File: config.mk
export PLATFORM = sky130hd
export DESIGN_NAME = burnout_detect_moving_average_top
export DESIGN_NICKNAME = d
export VERILOG_FILES = /design/src/rtl/core/bdma_pkg.sv /design/src/rtl/core/bdma_window.sv /design/src/rtl/core/bdma_mean_sat.sv /design/src/rtl/core/burnout_detect_moving_average_top.sv
export SDC_FILE = /design/constraint.sdc
export NUM_CORES = 1
export LEC_CHECK = 0
export ABC_AREA = 1
export BUFFER_PORTS_ARGS = -buffer_cell sky130_fd_sc_hd__buf_4
export CAP_MARGIN = 20
export CORE_MARGIN = 2
export CORE_UTILIZATION = 45
export CTS_BUF_LIST = sky130_fd_sc_hd__clkbuf_2
export DETAILED_ROUTE_END_ITERATION = 8
export GPL_TIMING_DRIVEN = 0
export PLACE_DENSITY = 0.73
export SLEW_MARGIN = 20
export SYNTH_ARGS = -nofsm -noshare
export SYNTH_HDL_FRONTEND = slang
export SYNTH_SLANG_ARGS = --single-unit
File: constraint.sdc
create_clock -name clock -period 20.1 [get_ports clock]
set_input_delay 0 -clock clock [delete_from_list [all_inputs] [get_ports clock]]
set_output_delay 0 -clock clock [all_outputs]
set_load 0.01 [all_outputs]
File: src/rtl/core/bdma_pkg.sv
// package for the burnout detector moving-average block
// holds payload types, field widths and register indexes; no dependencies
package bdma_pkg;

   // field widths
   localparam int ACC_W     = 16;
   localparam int ALT_W     = 20;
   localparam int CSR_IDX_W = 2;

   // configuration register indexes
   localparam logic [CSR_IDX_W-1:0] CSR_MOTOR_OFF_ALT = 2'd0;
   localparam logic [CSR_IDX_W-1:0] CSR_MIN_ALT       = 2'd1;

   // reset value of both altitude thresholds
   localparam int ALT_THR_RESET = 524287;

   typedef struct packed {
      logic signed [ACC_W-1:0] accel_sample;
      logic signed [ALT_W-1:0] altitude_sample;
   } req_payload_type;

   typedef struct packed {
      logic                    motor_on;
      logic                    control_on;
      logic signed [ACC_W-1:0] mean_accel;
      logic signed [ALT_W-1:0] mean_altitude;
   } rsp_payload_type;

endpackage

File: src/rtl/core/bdma_window.sv
// sample window as a shift line with an exact running sum
// depends on nothing but its parameters
module bdma_window #(
   parameter int DATA_W = 16,
   parameter int WINDOW = 8,
   parameter int SUM_W  = DATA_W + $clog2(WINDOW)
) (
   input  logic                     clock,
   input  logic                     reset,
   input  logic                     shift_en,
   input  logic signed [DATA_W-1:0] sample,
   output logic signed [SUM_W-1:0]  sum_next
);

   logic signed [DATA_W-1:0] taps_ff [WINDOW];
   logic signed [SUM_W-1:0]  sum_ff;
   logic signed [SUM_W-1:0]  sum_in;

   // oldest sample leaves, new sample enters
   always_comb begin
      sum_in = sum_ff + SUM_W'(sample) - SUM_W'(taps_ff[WINDOW-1]);
   end

   assign sum_next = sum_in;

   // shift line, oldest entry at the far end
   always_ff @(posedge clock) begin
      if (reset) begin
         for (int i = 0; i < WINDOW; i++) begin
            taps_ff[i] <= '0;
         end
         sum_ff <= '0;
      end else if (shift_en) begin
         taps_ff[0] <= sample;
         for (int i = 1; i < WINDOW; i++) begin
            taps_ff[i] <= taps_ff[i-1];
         end
         sum_ff <= sum_in;
      end
   end

endmodule

File: src/rtl/core/bdma_mean_sat.sv
// mean from a window sum: arithmetic right shift, then saturation to the field
// depends on nothing but its parameters
module bdma_mean_sat #(
   parameter int SUM_W   = 19,
   parameter int FIELD_W = 16,
   parameter int SHIFT   = 3
) (
   input  logic signed [SUM_W-1:0]   sum,
   output logic signed [FIELD_W-1:0] mean
);

   logic signed [SUM_W-1:0]     shifted;
   logic        [SUM_W-FIELD_W:0] upper;

   // floor division by the window's power of two, clamp when out of range
   always_comb begin
      shifted = sum >>> SHIFT;
      upper   = shifted[SUM_W-1:FIELD_W-1];
      if ((&upper) || !(|upper)) begin
         mean = shifted[FIELD_W-1:0];
      end else if (shifted[SUM_W-1]) begin
         mean = {1'b1, {(FIELD_W-1){1'b0}}};
      end else begin
         mean = {1'b0, {(FIELD_W-1){1'b1}}};
      end
   end

endmodule

File: src/rtl/core/burnout_detect_moving_average_top.sv
// burnout detector: result valid in the cycle after request acceptance
// throughput one request per cycle; a stalled result holds off the next request
// window sums, flags and compares all complete between request and result register
// synchronous active-high reset clears windows, sums, flags and result valid,
// and loads both altitude thresholds with 524287
module burnout_detect_moving_average_top
   import bdma_pkg::*;
#(
   parameter int WINDOW = 8
) (
   input  logic                 clock,
   input  logic                 reset,
   input  logic                 req_valid,
   output logic                 req_stall,
   input  req_payload_type      req_payload,
   output logic                 rsp_valid,
   input  logic                 rsp_stall,
   output rsp_payload_type      rsp_payload,
   input  logic                 csr_valid,
   output logic                 csr_ready,
   input  logic [CSR_IDX_W-1:0] csr_index,
   input  logic [ALT_W-1:0]     csr_wdata
);

   localparam int ACC_SUM_W = ACC_W + $clog2(WINDOW);
   localparam int ALT_SUM_W = ALT_W + $clog2(WINDOW);
   localparam int SHIFT     = $clog2(WINDOW + 1) - 1;
   localparam logic signed [ALT_SUM_W-1:0] THR_RESET =
      ALT_SUM_W'(ALT_THR_RESET * WINDOW);

   logic                        req_accept;
   logic signed [ACC_SUM_W-1:0] accel_sum;
   logic signed [ALT_SUM_W-1:0] altitude_sum;
   logic signed [ACC_W-1:0]     mean_accel;
   logic signed [ALT_W-1:0]     mean_altitude;

   logic signed [ALT_SUM_W-1:0] off_thr_ff;
   logic signed [ALT_SUM_W-1:0] min_thr_ff;
   logic signed [ALT_SUM_W-1:0] csr_ext;
   logic signed [ALT_SUM_W-1:0] csr_scaled;

   logic            motor_ff, motor_in, motor_set;
   logic            control_ff, control_in;
   logic            rsp_valid_ff, rsp_valid_in;
   rsp_payload_type rsp_ff;

   // handshake: the result register parts the two sides
   assign req_accept = req_valid && !req_stall;
   assign req_stall  = rsp_valid_ff && rsp_stall;
   assign csr_ready  = 1'b1;

   // threshold writes are kept already scaled by the window length
   always_comb begin
      csr_ext    = ALT_SUM_W'($signed(csr_wdata));
      csr_scaled = ALT_SUM_W'(csr_ext * ALT_SUM_W'(WINDOW));
   end

   always_ff @(posedge clock) begin
      if (reset) begin
         off_thr_ff <= THR_RESET;
         min_thr_ff <= THR_RESET;
      end else if (csr_valid && csr_ready) begin
         case (csr_index)
            CSR_MOTOR_OFF_ALT: off_thr_ff <= csr_scaled;
            CSR_MIN_ALT:       min_thr_ff <= csr_scaled;
            default:           ;
         endcase
      end
   end

   // sample windows
   bdma_window #(
      .DATA_W (ACC_W),
      .WINDOW (WINDOW),
      .SUM_W  (ACC_SUM_W)
   ) u_accel_window (
      .clock    (clock),
      .reset    (reset),
      .shift_en (req_accept),
      .sample   (req_payload.accel_sample),
      .sum_next (accel_sum)
   );

   bdma_window #(
      .DATA_W (ALT_W),
      .WINDOW (WINDOW),
      .SUM_W  (ALT_SUM_W)
   ) u_altitude_window (
      .clock    (clock),
      .reset    (reset),
      .shift_en (req_accept),
      .sample   (req_payload.altitude_sample),
      .sum_next (altitude_sum)
   );

   // means for the result
   bdma_mean_sat #(
      .SUM_W   (ACC_SUM_W),
      .FIELD_W (ACC_W),
      .SHIFT   (SHIFT)
   ) u_accel_mean (
      .sum  (accel_sum),
      .mean (mean_accel)
   );

   bdma_mean_sat #(
      .SUM_W   (ALT_SUM_W),
      .FIELD_W (ALT_W),
      .SHIFT   (SHIFT)
   ) u_altitude_mean (
      .sum  (altitude_sum),
      .mean (mean_altitude)
   );

   // motor set check, then burnout check which wins
   always_comb begin
      motor_set  = ((accel_sum > 0) && !motor_ff) || (altitude_sum >= min_thr_ff);
      motor_in   = motor_ff || motor_set;
      control_in = control_ff;
      if (((accel_sum < 0) && motor_in) || (altitude_sum >= off_thr_ff)) begin
         motor_in   = 1'b0;
         control_in = 1'b1;
      end
   end

   always_ff @(posedge clock) begin
      if (reset) begin
         motor_ff   <= 1'b0;
         control_ff <= 1'b0;
      end else if (req_accept) begin
         motor_ff   <= motor_in;
         control_ff <= control_in;
      end
   end

   // result register
   always_comb begin
      rsp_valid_in = rsp_valid_ff && rsp_stall;
      if (req_accept) begin
         rsp_valid_in = 1'b1;
      end
   end

   always_ff @(posedge clock) begin
      if (reset) begin
         rsp_valid_ff <= 1'b0;
      end else begin
         rsp_valid_ff <= rsp_valid_in;
      end
   end

   always_ff @(posedge clock) begin
      if (req_accept) begin
         rsp_ff.motor_on      <= motor_in;
         rsp_ff.control_on    <= control_in;
         rsp_ff.mean_accel    <= mean_accel;
         rsp_ff.mean_altitude <= mean_altitude;
      end
   end

   assign rsp_valid   = rsp_valid_ff;
   assign rsp_payload = rsp_ff;

   // control flag never drops outside reset
   a_control_sticky: assert property (@(posedge clock) disable iff (reset)
      control_ff |=> control_ff)
      else $error("control flag cleared without reset");

   // an accepted request always leaves a result behind
   a_accept_gives_result: assert property (@(posedge clock) disable iff (reset)
      req_accept |=> rsp_valid_ff)
      else $error("accepted request produced no result");

   // motor flag only falls on burnout, which enables control
   a_motor_off_control: assert property (@(posedge clock) disable iff (reset)
      ($fell(motor_ff) && !$past(reset)) |-> control_ff)
      else $error("motor flag cleared without control enable");

   // a pending result reflects the current control flag
   a_result_matches_flag: assert property (@(posedge clock) disable iff (reset)
      rsp_valid_ff |-> (rsp_ff.control_on == control_ff))
      else $error("result control flag disagrees with state");

endmodule
## Word-level counts from Yosys, hierarchy flattened

Memories as Yosys holds them, arrays and structs flattened.
Cells that the tools add are included.

| cells by class | value |
|---|---|
| $add $sub $neg | 4 |
| magnitude comparators | 4 |
| equal/unequal tests | 1 |
| mux-type cells | 24 |
| bitwise logic cells | 16 |
| reduce and logical (&&, ||, !) cells | 12 |

Operators with widths:

| operator | count |
|---|---|
| 20-bit 2-to-1 mux | 8 |
| 16-bit 2-to-1 mux | 8 |
| 23-bit greater-or-equal comparator | 2 |
| 23-bit by 20-bit adder with 23-bit output | 1 |
| 23-bit by 20-bit subtractor with 23-bit output | 1 |
| 19-bit by 16-bit adder with 19-bit output | 1 |
| 19-bit by 1-bit > comparator with 1-bit output, second input constant | 1 |
| 19-bit by 1-bit < comparator with 1-bit output, second input constant | 1 |
| 19-bit by 16-bit subtractor with 19-bit output | 1 |
| 1-bit OR | 16 |
| 1-bit 2-to-1 mux | 8 |
| 1-bit logical AND | 4 |
| 2-bit AND reduction | 2 |
| 1-bit logical OR | 3 |
| 2-bit by 1-bit equality test with 1-bit output, second input constant | 1 |
| 1-bit logical NOT | 2 |
| 2-bit logical NOT | 1 |

| storage, ports and cells | value |
|---|---|
| register bits after elaboration | 123 |
| memory bits (writable) | 288 |
| memories | 2 |

Memories:

| name | depth | bits a word | read ports | clocked after memory_dff | write ports | line | RTL |
|---|---|---|---|---|---|---|---|
| u_altitude_window.taps_ff | 8 | 20 | 8 | 0 | 8 | bdma_window.sv:15 | `logic signed [DATA_W-1:0] taps_ff [WINDOW];` |
| u_accel_window.taps_ff | 8 | 16 | 8 | 0 | 8 | bdma_window.sv:15 |  |

## Longest topological paths before layout

Gate-level depths: netlist (run 1).

| logic depth | value |
|---|---|
| word-level depth | 9 |
| mapped depth | 31 |
| mapped depth without buffers | 31 |

## Hierarchy

A second synthesis (run 1) with hierarchy kept.

| unflattened totals | value |
|---|---|
| cells, all modules | 2,203 |
| area total of the unflattened synthesis | 20,518.4 sq um |

By module, submodules not included:

| module | instances | cells each | area an instance (sq um) | sequential area each (sq um) |
|---|---|---|---|---|
| bdma_window at u_altitude_window | 1 | 1,002 | 9,198.8 | 5,265.0 |
| bdma_window at u_accel_window | 1 | 740 | 7,173.1 | 4,224.1 |
| burnout_detect_moving_average_top | 1 | 425 | 3,876.2 | 2,001.9 |
| bdma_mean_sat at u_altitude_mean | 1 | 20 | 150.1 | 0.0 |
| bdma_mean_sat at u_accel_mean | 1 | 16 | 120.1 | 0.0 |

## Worst setup path before layout (run 1)

No wires, ideal clock.

| timing | value |
|---|---|
| kind | register to register |
| start | register rsp_valid_ff, in the netlist rsp_valid |
| end | memory u_accel_window.taps_ff[0][0] (enable) |
| setup time | 0.764 ns |
| data arrival time | 10.591 ns |
| path slack | 8.745 ns |
| cell stages (with the launch flop) | 7 |
| path buffers | 1 |
| period minus slack after synthesis | 11.355 ns |
| cell sequence | dfxtp_1 nand2_1 inv_1 nor2_1 nor2_1 inv_1 clkbuf_1 |

RTL lines:

| item | line | RTL |
|---|---|---|
| start, declared | burnout_detect_moving_average_top.sv:44 | `logic rsp_valid_ff, rsp_valid_in;` |
| start signal, assigned | burnout_detect_moving_average_top.sv:148 | `rsp_valid_ff <= rsp_valid_in;` |
| end, declared | bdma_window.sv:15 |  |

## Worst setup path after layout (run 1)

| timing | value |
|---|---|
| start | register u_altitude_window.sum_ff[2] |
| end | register motor_ff |

| between the ends | value |
|---|---|
| word-level cells in the longest chain between the ends | 8 |

RTL lines:

| item | line | RTL |
|---|---|---|
| start, declared | bdma_window.sv:16 | `logic signed [SUM_W-1:0] sum_ff;` |
| start signal, assigned | bdma_window.sv:38 | `sum_ff <= sum_in;` |
| 23-bit by 20-bit adder with 23-bit output * | bdma_window.sv:21 | `sum_in = sum_ff + SUM_W'(sample) - SUM_W'(taps_ff[WINDOW-1]);` |
| 23-bit by 20-bit subtractor with 23-bit output * | bdma_window.sv:21 |  |
| net altitude_sum[17] | burnout_detect_moving_average_top.sv:33 | `logic signed [ALT_SUM_W-1:0] altitude_sum;` |
| 23-bit greater-or-equal comparator | burnout_detect_moving_average_top.sv:117 | `motor_set = ((accel_sum > 0) && !motor_ff) \|\| (altitude_sum >= min_thr_ff);` |
| 1-bit logical OR | burnout_detect_moving_average_top.sv:117 |  |
| 1-bit logical OR | burnout_detect_moving_average_top.sv:118 | `motor_in = motor_ff \|\| motor_set;` |
| 1-bit logical AND | burnout_detect_moving_average_top.sv:120 | `if (((accel_sum < 0) && motor_in) \|\| (altitude_sum >= off_thr_ff)) begin` |
| 1-bit logical OR | burnout_detect_moving_average_top.sv:120 |  |
| 1-bit 2-to-1 mux * | burnout_detect_moving_average_top.sv:120 |  |
| end signal, assigned | burnout_detect_moving_average_top.sv:131 | `motor_ff <= motor_in;` |
| end, declared | burnout_detect_moving_average_top.sv:42 | `logic motor_ff, motor_in, motor_set;` |

The timed path passes the listed nets; every way through them passes the cells marked *.
A chain may end at the register's enable or synchronous reset.

==> results of run 1 <==
-- per-stage QoR --
stage	hold slack (ns)	power (uW)	std cells
6_report	0.234	3040	3058
5_1_grt	0.226	3290	3058
4_1_cts	0.117	3050	3057
3_5_place_dp	0.236	2440	2718
3_3_place_gp	0.230	2410	2712
2_1_floorplan	0.113	2050	2025
-- state kept, by name, summed over array words and instances, names as in the netlist --
signal                     count
motor_ff                       1
off_thr_ff                    20
u_accel_window.sum_ff         19
min_thr_ff                    20
rsp_payload                   38
rsp_valid                      1
control_ff                     1
u_accel_window.taps_ff       128
u_altitude_window.sum_ff      23
u_altitude_window.taps_ff    160
-- worst min-delay path by stage --
stage | slack [ns] | from | cells after the start | to
after floorplan | 0.11 | csr_wdata[0] | 2 | off_thr_ff[3]$_SDFFE_PP1P_
after global placement | 0.23 | csr_wdata[14] | 3 | off_thr_ff[17]$_SDFFE_PP1P_
after global routing | 0.23 | req_payload[19] | 5 | rsp_payload[19]$_DFFE_PP_
final | 0.23 | req_payload[19] | 5 | rsp_payload[19]$_DFFE_PP_
after CTS | 0.12 | reset | 4 | u_accel_window.taps_ff[0][127]$_SDFFCE_PP0P_
after detailed placement | 0.24 | csr_wdata[11] | 3 | min_thr_ff[14]$_SDFFE_PP1P_
-- power by group --
part / internal [uW] / total (uW) / switching, uW
logic: 473 / 1340 / 868
clock network: 238 / 582 / 344
registers: 1080 / 1120 / 36.6
-- cell families after synthesis --
family                   after synthesis  synth area share [%]
flip-flops                           411                  58.3
XOR/XNOR                              27                  1.24
adder cells (fa/ha/maj)              124                  9.40
AO/OA/AOI/OAI                        170                  5.13
buffers and inverters                605                  11.7
other                                  1                0.0190
AND/OR/NAND/NOR                      687                  14.2
-- critical path, stage by stage (launching register included) --
cell	delay (ns)
dfxtp_1	0.33
inv_1	0.07
fa_1	0.50
inv_1	0.05
ha_1	0.33
o21ai_0	0.39
inv_1	0.16
nand3_1	0.11
nand3_1	0.13
a21oi_1	0.26
or2_1	0.16
nand3_1	0.08
and2_1	0.23
ha_1	0.29
nand2_1	0.05
inv_1	0.06
nand3_1	0.07
nor2_1	0.21
and2b_1	0.19
nand2_1	0.07
nand4_1	0.09
nand3_1	0.15
a21oi_1	0.18
nand3_1	0.09
nand2_1	0.06
dlygate4sd3_1	0.54
-- area by class of cell --
class / instances / area, sq um / area share (%)
clock inverter: 38 / 230 / 0.965
tap: 585 / 732 / 3.07
buffer: 51 / 223 / 0.934
timing repair buffer: 254 / 2390 / 10.0
clock buffer: 155 / 776 / 3.25
inverter: 554 / 2080 / 8.74
sequential: 411 / 11500 / 48.2
antenna: 1 / 2.50 / 0.0105
multi-input combinational: 1009 / 5920 / 24.8
-- metal layers --
layer / global-route usage, % / routed length, um / up-vias / part of all wire [%]
li1: - / - / 7087 / -
met1: 24.2 / 18900 / 6646 / 44
met2: 33.5 / 21000 / 363 / 49
met3: 3.40 / 2000 / 90 / 4.7
met4: 8.60 / 1140 / 0 / 2.7
met5: 0 / 0 / - / 0
-- cell usage in the layout (no fill, tap or decap), types with 8 or more instances in the layout --
cell type	n
fa_1	40
buf_1	8
nand2_2	16
buf_2	11
ha_1	84
nand4_1	15
nand3_1	47
clkinv_1	24
a21oi_1	54
nand2_1	244
clkbuf_1	29
o211ai_1	37
xor2_1	14
edfxtp_1	326
o21ai_0	44
o22ai_1	18
dlygate4sd3_1	146
inv_1	546
xnor2_1	12
buf_4	103
dfxtp_1	85
nor2_1	333
clkbuf_2	155
==> summary.md, run 1 <==
| Metric | Value |
|---|---|
| Core ar. | 43200 sq um |
| CTS root buf | clkbuf_2 |
| Final ANT Viol Nets | 0 |
| Std-Cell Rows | 76 |
| Maximum vdd drop | roughly 58 uV |
| Die area | 45500 sq um |
| Clock-pin slew on the worst setup and hold paths | 0.11 ns |
| # port buffers | a little over 100 |
| Crit share post-route | ~24% |
| Status | finished, final reports clean |
| First-pass GRT wire length | 69000 um |
| Clk Latency, worst-skew pair | 1.07 ns |
| Dpl cell area | 21400 sq um |
| Reg-to-reg slack, setup | 15.24 ns |
| Register area share after synthesis | between 50% and 60% |
| Pre-CTS WS | around 16 ns |
| Final hold vios | 0 |
| Top_reg_cell synth | edfxtp_1 |
| Average size of a mapped cell | 9.73 sq um |
| CP Capture Type | flip-flop |
| Relative slew slack | 36.3% |
| Crit path from | u_altitude_window.sum_ff[2]$_SDFFE_PP0P_ |
| YS warnings | 0 |
| Startpoint Class | flip-flop |
| IO Pins | ~100 |
| Worst-margin pin slew | 0.955 ns |
| LEAKAGE | 0.0112 uW |
| DRT iter0 DRCs | 838 |
| Hold buffer count at cts | about 150 |
| DR vias | between 10k and 15k |
| DP HPWL | 30200 um |
| Number of global-route vias before repair | 14.4k |
| Fraction of layout cells with a size suffix above 1 | between 10% and 20% |
| Max_cap viols | 0 |
| Count leader, synth | inv_1 |
| Reg-to-Reg Start | u_altitude_window.sum_ff[2]$_SDFFE_PP0P_ |
| Final nets | between 2k and 3k |
| Flops & latches, synth | about 410 |
| Die outline width | around 210 um |
| Critical path peak fanout | 3 |
| Die H | 213 um |
| Post-Synthesis Cells | 2025 |
| Post-CTS Setup Inserts | 0 |
| Max-slew violation count | 0 |
| Drt first pass iters | 7 |
| DR vias/cell | about 4.6 |
| Clock sink count | 411 |
| Cts bufs inserted | 103 |
| PD cells | 128 nW/um^2 |
| Worst EP required | about 21 ns |
| CTS max path bufs | 3 |
| Setup TNS | 0 ns |
| RSZ-0062 raised after global routing | no |
| Netlist area before placement | 19700 sq um |
| Crit Reg-Reg Endpoint | motor_ff$_SDFFE_PP0P_ |
| Fraction of registers with async set/reset | 0% |
| EDFF count, synth | 326 |
| Synth cell types | 47 |
| CTS tree | yes |
| Post-DR wirelength/cell | ~14 um |
| WL final | 43000 um |
| Reg2Reg Depth | 25 |
| Top cells by area, synth | edfxtp_1 50%, inv_1 10%, dfxtp_1 8.6% |
| Clock skew | 0.0943 ns |
| Tmin final | 4.86 ns |
| Critical path class | flip-flop to flip-flop |
| Final instance area | 23900 sq um |
| Tot GR Track Use | 19.5% |
| Worst EP arrival | 5.88 ns |
| Setup-failing EPs final | 0 |
| Cell taking the most area after synthesis | edfxtp_1 |
| Post-cts resize count | 0 |
| H-tree depth | 3 |
| Setup ws final | 15.24 ns |
| Post-synth top area share | 49.7% |
| Fill cells | around 3.7k |
| Overflow after GRT | 0 |
| Final core occ | 55.3% |
| Fmax | 206 MHz |
| CP endpoint | motor_ff$_SDFFE_PP0P_ |
| Post-synth top cells | 546 x inv_1, 334 x nor2_1, 326 x edfxtp_1 |
| Area delta synth->final | 21.0% |
| Final Wtd Congestion | 0.903 |
| Hold Path Class | input port to flip-flop |
| Syn_nets | 2212 |
| DR DRC count | 0 |
| Initial core utilization | 45.7% |
| Pin count of the biggest net entering global routing | 61 |
| Initial antenna violation count | 1 |
(Power assumes the default switching activity.)
==> run 2, diff against run 1 <==
--- a/config.mk
+++ b/config.mk
@@ -5,7 +5,7 @@
 export SDC_FILE = /design/constraint.sdc
 export NUM_CORES = 1
 export LEC_CHECK = 0
-export ABC_AREA = 1
+export ABC_AREA = 0
 export BUFFER_PORTS_ARGS = -buffer_cell sky130_fd_sc_hd__buf_4
 export CAP_MARGIN = 20
 export CORE_MARGIN = 2
@@ -13,7 +13,7 @@
 export CTS_BUF_LIST = sky130_fd_sc_hd__clkbuf_2
 export DETAILED_ROUTE_END_ITERATION = 8
 export GPL_TIMING_DRIVEN = 0
-export PLACE_DENSITY = 0.73
+export PLACE_DENSITY = 0.75
 export SLEW_MARGIN = 20
 export SYNTH_ARGS = -nofsm -noshare
 export SYNTH_HDL_FRONTEND = slang
==> constraint.sdc (replaced) <==
create_clock -name clock -period 4.2 [get_ports clock]
set_input_delay 0 -clock clock [delete_from_list [all_inputs] [get_ports clock]]
set_output_delay 0 -clock clock [all_outputs]
set_load 0.01 [all_outputs]
==> run 2 against run 1 <==
The flow now finishes with violations (setup timing). Register-to-register slack worse by 16 ns. First-iteration DRC count is 21% higher. Sequential power rose to 4.8 times the previous value. Worst hold slack got worse by 0.17 ns. Worst setup slack lost 16 ns. Critical path depth down 5. Largest cell class unchanged. Combinational power grew to 4.9 times the previous value.
==> summary.md, run 2 <==
| Metric | Value |
|---|---|
| Status | finished, violations left |
| Failing checks | setup timing |
| Min Hold Slack | 0.0598 ns |
| Final hold vios | 0 |
| Clock skew | between 0.1 and 0.15 ns |
| Clock sink count | ~400 |
| Commonest non-fill, non-tap cell in the layout | edfxtp_1 |
| DR vias | approximately 13k |
| DRT iter0 DRCs | roughly 1k |
| H-tree depth | 3 |
| Crit Reg-Reg Endpoint | rsp_payload[37]$_DFFE_PP_ |
| Worst EP arrival | 5.63 ns |
| Post-synth top area share | 51.2% |
| Max-slew violation count | 0 |
| Top_reg_cell synth | edfxtp_1 |
| Reg-to-Reg Start | u_altitude_window.taps_ff[1][69]$_SDFFCE_PP0P_ |
| Tot GR Track Use | 19.7% |
| Flops & latches, synth | around 400 |
| Largest register FFs | between 150 and 200 |
| Maximum vdd drop | 318 uV |
| PD cells | between 600 and 700 nW/um^2 |
| Worst EP required | 4.91 ns |
| Count leader, synth | edfxtp_1 |
| Setup ws final | -0.717 ns |
| Max_cap viols | 0 |
| # port buffers | 101 |
| Critical path cell sequence | fa_1 -> inv_1 -> ha_4 -> a21o_1 -> nor3_2 -> nand3_2 -> a211oi_4 -> nor3b_2 -> o31a_1 -> a21oi_2 -> xnor2_2 -> ha_4 -> and3_4 -> nand4_1 -> nor4_4 -> a221oi_2 -> or2_4 -> a21o_1 -> nand4b_1 -> and2_1 |
| Post-DR wirelength/cell | 17.1 um |
| Area delta synth->final | 20.8% |
| Most flops, register | u_altitude_window.taps_ff |
| Setup TNS | -2.59 ns |
| CTS max path bufs | 3 |
| Pre-CTS WS | -1.08 ns |
| Overflow after GRT | 0 |
| Core ar. | 41900 sq um |
| Post-Synthesis Cells | 1618 |
| Worst-margin pin slew | ~0.91 ns |
| Final nets | around 2.1k |
| Final Non-Filler Cells | between 2k and 3k |
| Setup-failing EPs final | 4 |
| Number of global-route vias before repair | approximately 14k |
| CP endpoint | rsp_payload[37]$_DFFE_PP_ |
| Clk Latency, worst-skew pair | 0.95 ns |
| Cell taking the most area after synthesis | edfxtp_1 |
| Top cells by area, synth | edfxtp_1 51%, dfxtp_1 8.9%, and3_1 6.2% |
| Worst path max stage delay | 0.50 ns |
| WL final | 43700 um |
| Final ANT Viol Nets | 0 |
| CTS root buf | clkbuf_2 |
| Critical path peak fanout | 5 |
| RSZ-0062 raised after global routing | yes |
| Startpoint Class | flip-flop |
| Reg2Reg Depth | 20 |
| Critical path class | flip-flop to flip-flop |
| YS warnings | 0 |
| Final Wtd Congestion | 0.893 |
| Synth cell types | 59 |
| CTS tree | yes |
| Fmax | around 200 MHz |
| Die H | approximately 210 um |
| Die area | approximately 44000 sq um |
| Syn_nets | 1805 |
| CP max stage cell | fa_1 |
| DR DRC count | 0 |
| Hold Path Class | input port to flip-flop |
| Crit path from | u_altitude_window.taps_ff[1][69]$_SDFFCE_PP0P_ |
| Tmin final | a little under 5 ns |
| LEAKAGE | 0.0105 uW |
| Clock-pin slew on the worst setup and hold paths | around 0.11 ns |
| Final core occ | 55.1% |
| Initial antenna violation count | 1 |
| Initial core utilization | 45.6% |
| Netlist area before placement | 19100 sq um |
| First-pass GRT wire length | 68500 um |
| DP HPWL | approximately 31000 um |
| Cts bufs inserted | 99 |
| Placed cell count | 2266 |
| CP Capture Type | flip-flop |
| Post-synth top cells | 326 x edfxtp_1, 203 x inv_1, 189 x and3_1 |
| EDFF count, synth | about 330 |
| Fraction of registers with async set/reset | 0% |
| Relative slew slack | about two fifths |
| Std-Cell Rows | 75 |
| Drt first pass iters | 5 |
| Register area share after synthesis | 60.1% |
| Most frequent cells in the layout | 326 x edfxtp_1, 198 x inv_1, 188 x and3_1, 150 x clkbuf_2, 119 x nand2_1 |
| Crit share post-route | 117% |
| Average size of a mapped cell | between 10 and 15 sq um |
| Die outline width | about 210 um |
| Pin count of the biggest net entering global routing | 48 |
| Fraction of layout cells with a size suffix above 1 | 16.6% |
| IO Pins | 104 |
| Reg-to-reg slack, setup | -0.72 ns |
| DR vias/cell | 5.23 |
-- run 2: cell types whose count changed in the layout (fill, tap and decap cells not counted), sizes merged, moves of 10 or more --
| cell | delta |
|---|---|
| nand3 | -38 |
| nor2 | -295 |
| nand2 | -139 |
| and3 | +188 |
| nor3 | +44 |
| nor2b | +76 |
| a21o | +21 |
| o21ai | -17 |
| inv | -355 |
| o22ai | -18 |
| dlygate4sd3 | -42 |
| clkbuf | +43 |
| a211oi | +10 |
-- run 2: kinds of logic after synthesis --
logic type                 synth area share [%]
xor gates and xnor gates                   1.65
other                                    0.0196
and+or+nand+nor                            15.1
AOI/OAI and AO/OA                          7.74
DFF                                        60.1
muxes                                     0.157
adders and majority gates                  9.68
buffers and inverters                      5.61
-- run 2: power breakdown --
group / leakage, uW / internal (uW) / switching, uW
registers: 0.00422 / 5180 / 198
clock network: 0.000679 / 1010 / 1560
logic: 0.00558 / 2710 / 3820
-- run 2: through the flow --
step,power (uW),area [sq um]
floorplan,9560,19300
global placement,11100,20700
detailed placement,11300,20900
CTS,14200,23000
global route,15500,23100
finish,14500,23100
-- run 2: how the worst min path moves through the flow --
stage                                                 end  slack (ns)  cells past startpoint             from
floorplan                            rsp_valid$_SDFF_PP0_        0.12                      1        req_valid
global placement                     rsp_valid$_SDFF_PP0_        0.24                      2        req_valid
detailed placement             min_thr_ff[3]$_SDFFE_PP1P_        0.24                      3     csr_wdata[0]
CTS                 u_accel_window.sum_ff[0]$_SDFFE_PP0P_       0.004                      5  req_payload[20]
global route        u_accel_window.sum_ff[0]$_SDFFE_PP0P_        0.03                      5  req_payload[20]
finish              u_accel_window.sum_ff[0]$_SDFFE_PP0P_        0.06                      5  req_payload[20]
-- run 2: final cells by class --
class                           count  area (sq um)
Tap cell                          539           674
Multi-Input combinational cell    922          6890
Timing Repair Buffer              228          2070
Clock buffer                      150           751
Buffer                             81           322
Antenna cell                        2          5.00
Sequential cell                   411         11500
Inverter                          203           766
Clock inverter                     27           136
Fill cell                        3360         18800
-- run 2: critical path: cells and delay by family, from the launching register on --
family / cells / cell delay, ns
XOR/XNOR: 1 / 0.13
flip-flops: 1 / 0.42
buffers and inverters: 1 / 0.06
adder cells (fa/ha/maj): 3 / 1.06
AND/OR/NAND/NOR: 9 / 1.67
AO/OA/AOI/OAI: 6 / 1.33
-- run 2: metal layers --
metal | vias to the layer above | global-route usage, % | part of all wire, %
met1 | 6488 | 23.1 | 40
met2 | 424 | 36.2 | 52
met5 | - | 0 | 0
li1 | 6404 | - | -
met4 | 0 | 7.09 | 2.5
met3 | 92 | 3.62 | 5.4
-- run 2: what timing repair did --
action                                 in CTS  in global routing
gates cloned                                0                  0
setup endpoints to repair                   4                  4
resized for setup                          15                 19
hold buffers                              104                  0
pin swaps                                   8                 14
setup buffers                               9                  6
endpoints found under the hold margin     186                  0
==> run 3, diff against run 2 <==
==> constraint.sdc (replaced) <==
create_clock -name clock -period 4.4 [get_ports clock]
set_input_delay 0 -clock clock [delete_from_list [all_inputs] [get_ports clock]]
set_output_delay 0 -clock clock [all_outputs]
set_load 0.01 [all_outputs]
==> run 3 against run 2 <==
The flow still finishes with violations (setup timing). Clock skew is 0.045 ns lower. Clock-buffer cell count decreased by 2. Largest power group unchanged. Critical path type unchanged. First-iteration DRC count is 2.5% lower. Sequential share of layout area shrank 0.097 points. Highest routed layer unchanged. Flip-flop and latch count stayed put. Sequential power down 4.6%.
==> summary.md, run 3 (synthesis results as in run 2) <==
| Metric | Value |
|---|---|
| Hold endpoint | u_altitude_window.taps_ff[0][4]$_SDFFCE_PN0P_ |
| CTS tree | yes |
| Final hold vios | 0 |
| DR vias | 13.4k |
| Failing checks | setup timing |
| Final core occ | 55.2% |
| Max-slew violation count | 0 |
| Worst-margin pin slew | 0.902 ns |
| WL final | around 44000 um |
| Die area | about 44000 sq um |
| H-tree depth | 3 |
| Clock skew | 0.0645 ns |
| Reg-to-reg slack, setup | -0.61 ns |
| Clk Latency, worst-skew pair | 0.97 ns |
| Fraction of layout cells with a size suffix above 1 | about 17% |
| PD cells | 597 nW/um^2 |
| LEAKAGE | 0.0105 uW |
| Pre-CTS WS | -1.14 ns |
| Number of global-route vias before repair | 13.5k |
| Final nets | 2139 |
| Startpoint Class | flip-flop |
| Initial core utilization | roughly 46% |
| Std-Cell Rows | 75 |
| Crit Reg-Reg Endpoint | rsp_payload[36]$_DFFE_PP_ |
| Cts bufs inserted | 95 |
| RSZ-0062 raised after global routing | yes |
| Commonest non-fill, non-tap cell in the layout | edfxtp_1 |
| CP Capture Type | flip-flop |
| Clock-pin slew on the worst setup and hold paths | 0.12 ns |
| Hold Path Class | input port to flip-flop |
| Hold_sp | req_payload[4] |
| Pin count of the biggest net entering global routing | 48 |
| Min Hold Slack | 0.133 ns |
| Most flops, register | u_altitude_window.taps_ff |
| DP HPWL | 30200 um |
| # port buffers | 101 |
| Fill cells | 3392 |
| CTS root buf | clkbuf_2 |
| DR DRC count | 0 |
| Initial antenna violation count | 1 |
| DR vias/cell | 5.21 |
| Die H | 210 um |
| Max_cap viols | 0 |
| Tot GR Track Use | 19.6% |
| CTS max path bufs | 3 |
| Final Wtd Congestion | 0.884 |
| Critical path peak fanout | 4 |
| First-pass GRT wire length | 67800 um |
| Worst EP arrival | 5.74 ns |
| Critical path class | flip-flop to flip-flop |
| Crit share post-route | 114% |
| Final ANT Viol Nets | 0 |
| Setup ws final | -0.614 ns |
| Fmax | 199 MHz |
| Clock sink count | 411 |
| Die outline width | 210 um |
| Total power | 13800 uW |
| Overflow after GRT | 0 |
| Tmin final | 5.01 ns |
| Hold Path Depth | 4 |
| Setup TNS | -2.36 ns |
| Core ar. | between 40000 and 50000 sq um |
| Status | finished, violations left |
| Relative slew slack | 39.9% |
| Drt first pass iters | 7 |
| Worst EP required | 5.13 ns |
| Reg2Reg Depth | 21 |
| Post-DR wirelength/cell | roughly 17 um |
| Most frequent cells in the layout | 326 x edfxtp_1, 197 x inv_1, 188 x and3_1, 148 x clkbuf_2, 124 x buf_4 |
| Area delta synth->final | 21.1% |
| Maximum vdd drop | 284 uV |
| IO Pins | 104 |
| Largest register FFs | 160 |
| Setup-failing EPs final | 4 |
| Reg-to-Reg Start | u_altitude_window.sum_ff[9]$_SDFFE_PP0P_ |
| DRT iter0 DRCs | 987 |
## run 3: cell count changes in the layout (fill, tap and decap cells not counted), moves of 3 or more
cell           delta
clkinv_1          -6
inv_2             +3
buf_4             +7
dlygate4sd3_1     +3
clkinv_2          +5
## run 3: report_power, final
part | switching [uW] | leakage (uW) | internal (uW)
Clock | 1470 | 0.000693 | 956
Combinational | 3650 | 0.00564 | 2610
Sequential | 184 | 0.00422 | 4950
## run 3: metrics by stage
stage          std cells  instance area (sq um)
3_5_place_dp        2266                  20900
3_3_place_gp        2258                  20700
5_1_grt             2571                  23200
4_1_cts             2558                  23000
6_report            2571                  23200
2_1_floorplan       1618                  19200
## run 3: what timing repair did
action / in CTS / in global routing
hold buffers: 107 / 0
setup endpoints to repair: 4 / 4
gates resized for setup: 28 / 14
pin swaps: 21 / 26
endpoints found under the hold margin: 205 / 0
buffers inserted: 10 / 12
## run 3: per-layer routing
layer | track usage (%) | wire length, um | vias to the layer above
met5 | 0 | 0 | -
met4 | 8.76 | 1180 | 0
met3 | 3.07 | 2140 | 83
met2 | 35.0 | 22400 | 389
met1 | 23.4 | 17900 | 6491
li1 | - | - | 6426
## run 3: area by class of cell
type | count | area (sq um) | share of cell area, %
Multi-Input combinational cell | 922 | 6850 | 29.6
Timing Repair Buffer | 238 | 2160 | 9.33
Clock inverter | 28 | 148 | 0.637
Clock buffer | 148 | 741 | 3.20
Inverter | 203 | 766 | 3.31
Tap cell | 539 | 674 | 2.91
Antenna cell | 1 | 2.50 | 0.0108
Sequential cell | 411 | 11500 | 49.7
Buffer | 81 | 322 | 1.39
## run 3: worst max-delay path by stage
stage / from / end / cells past startpoint
floorplan: rsp_valid$_SDFF_PP0_ / u_accel_window.taps_ff[0][0]$_SDFFCE_PN0P_ / 6
CTS: u_altitude_window.taps_ff[1][66]$_SDFFCE_PP0P_ / rsp_payload[37]$_DFFE_PP_ / 20
finish: u_altitude_window.sum_ff[9]$_SDFFE_PP0P_ / rsp_payload[36]$_DFFE_PP_ / 21
detailed placement: u_altitude_window.sum_ff[1]$_SDFFE_PP0P_ / rsp_payload[37]$_DFFE_PP_ / 20
global route: u_altitude_window.sum_ff[9]$_SDFFE_PP0P_ / rsp_payload[37]$_DFFE_PP_ / 21
global placement: reset / u_altitude_window.taps_ff[0][6]$_SDFFCE_PN0P_ / 4
## run 3: worst max-delay path: stages, from the launching register on
cell      delay, ns
dfxtp_2        0.36
inv_2          0.04
fa_1           0.52
inv_2          0.05
ha_4           0.23
a21o_1         0.19
nor3_2         0.20
nand3_2        0.14
a211oi_4       0.33
nor3b_2        0.09
o31a_1         0.34
a21oi_2        0.18
xnor2_2        0.13
ha_1           0.36
and3_4         0.18
nand4_1        0.19
nor4_4         0.27
a221oi_2       0.11
or2_4          0.24
a21o_1         0.20
buf_4          0.14
a211o_1        0.27
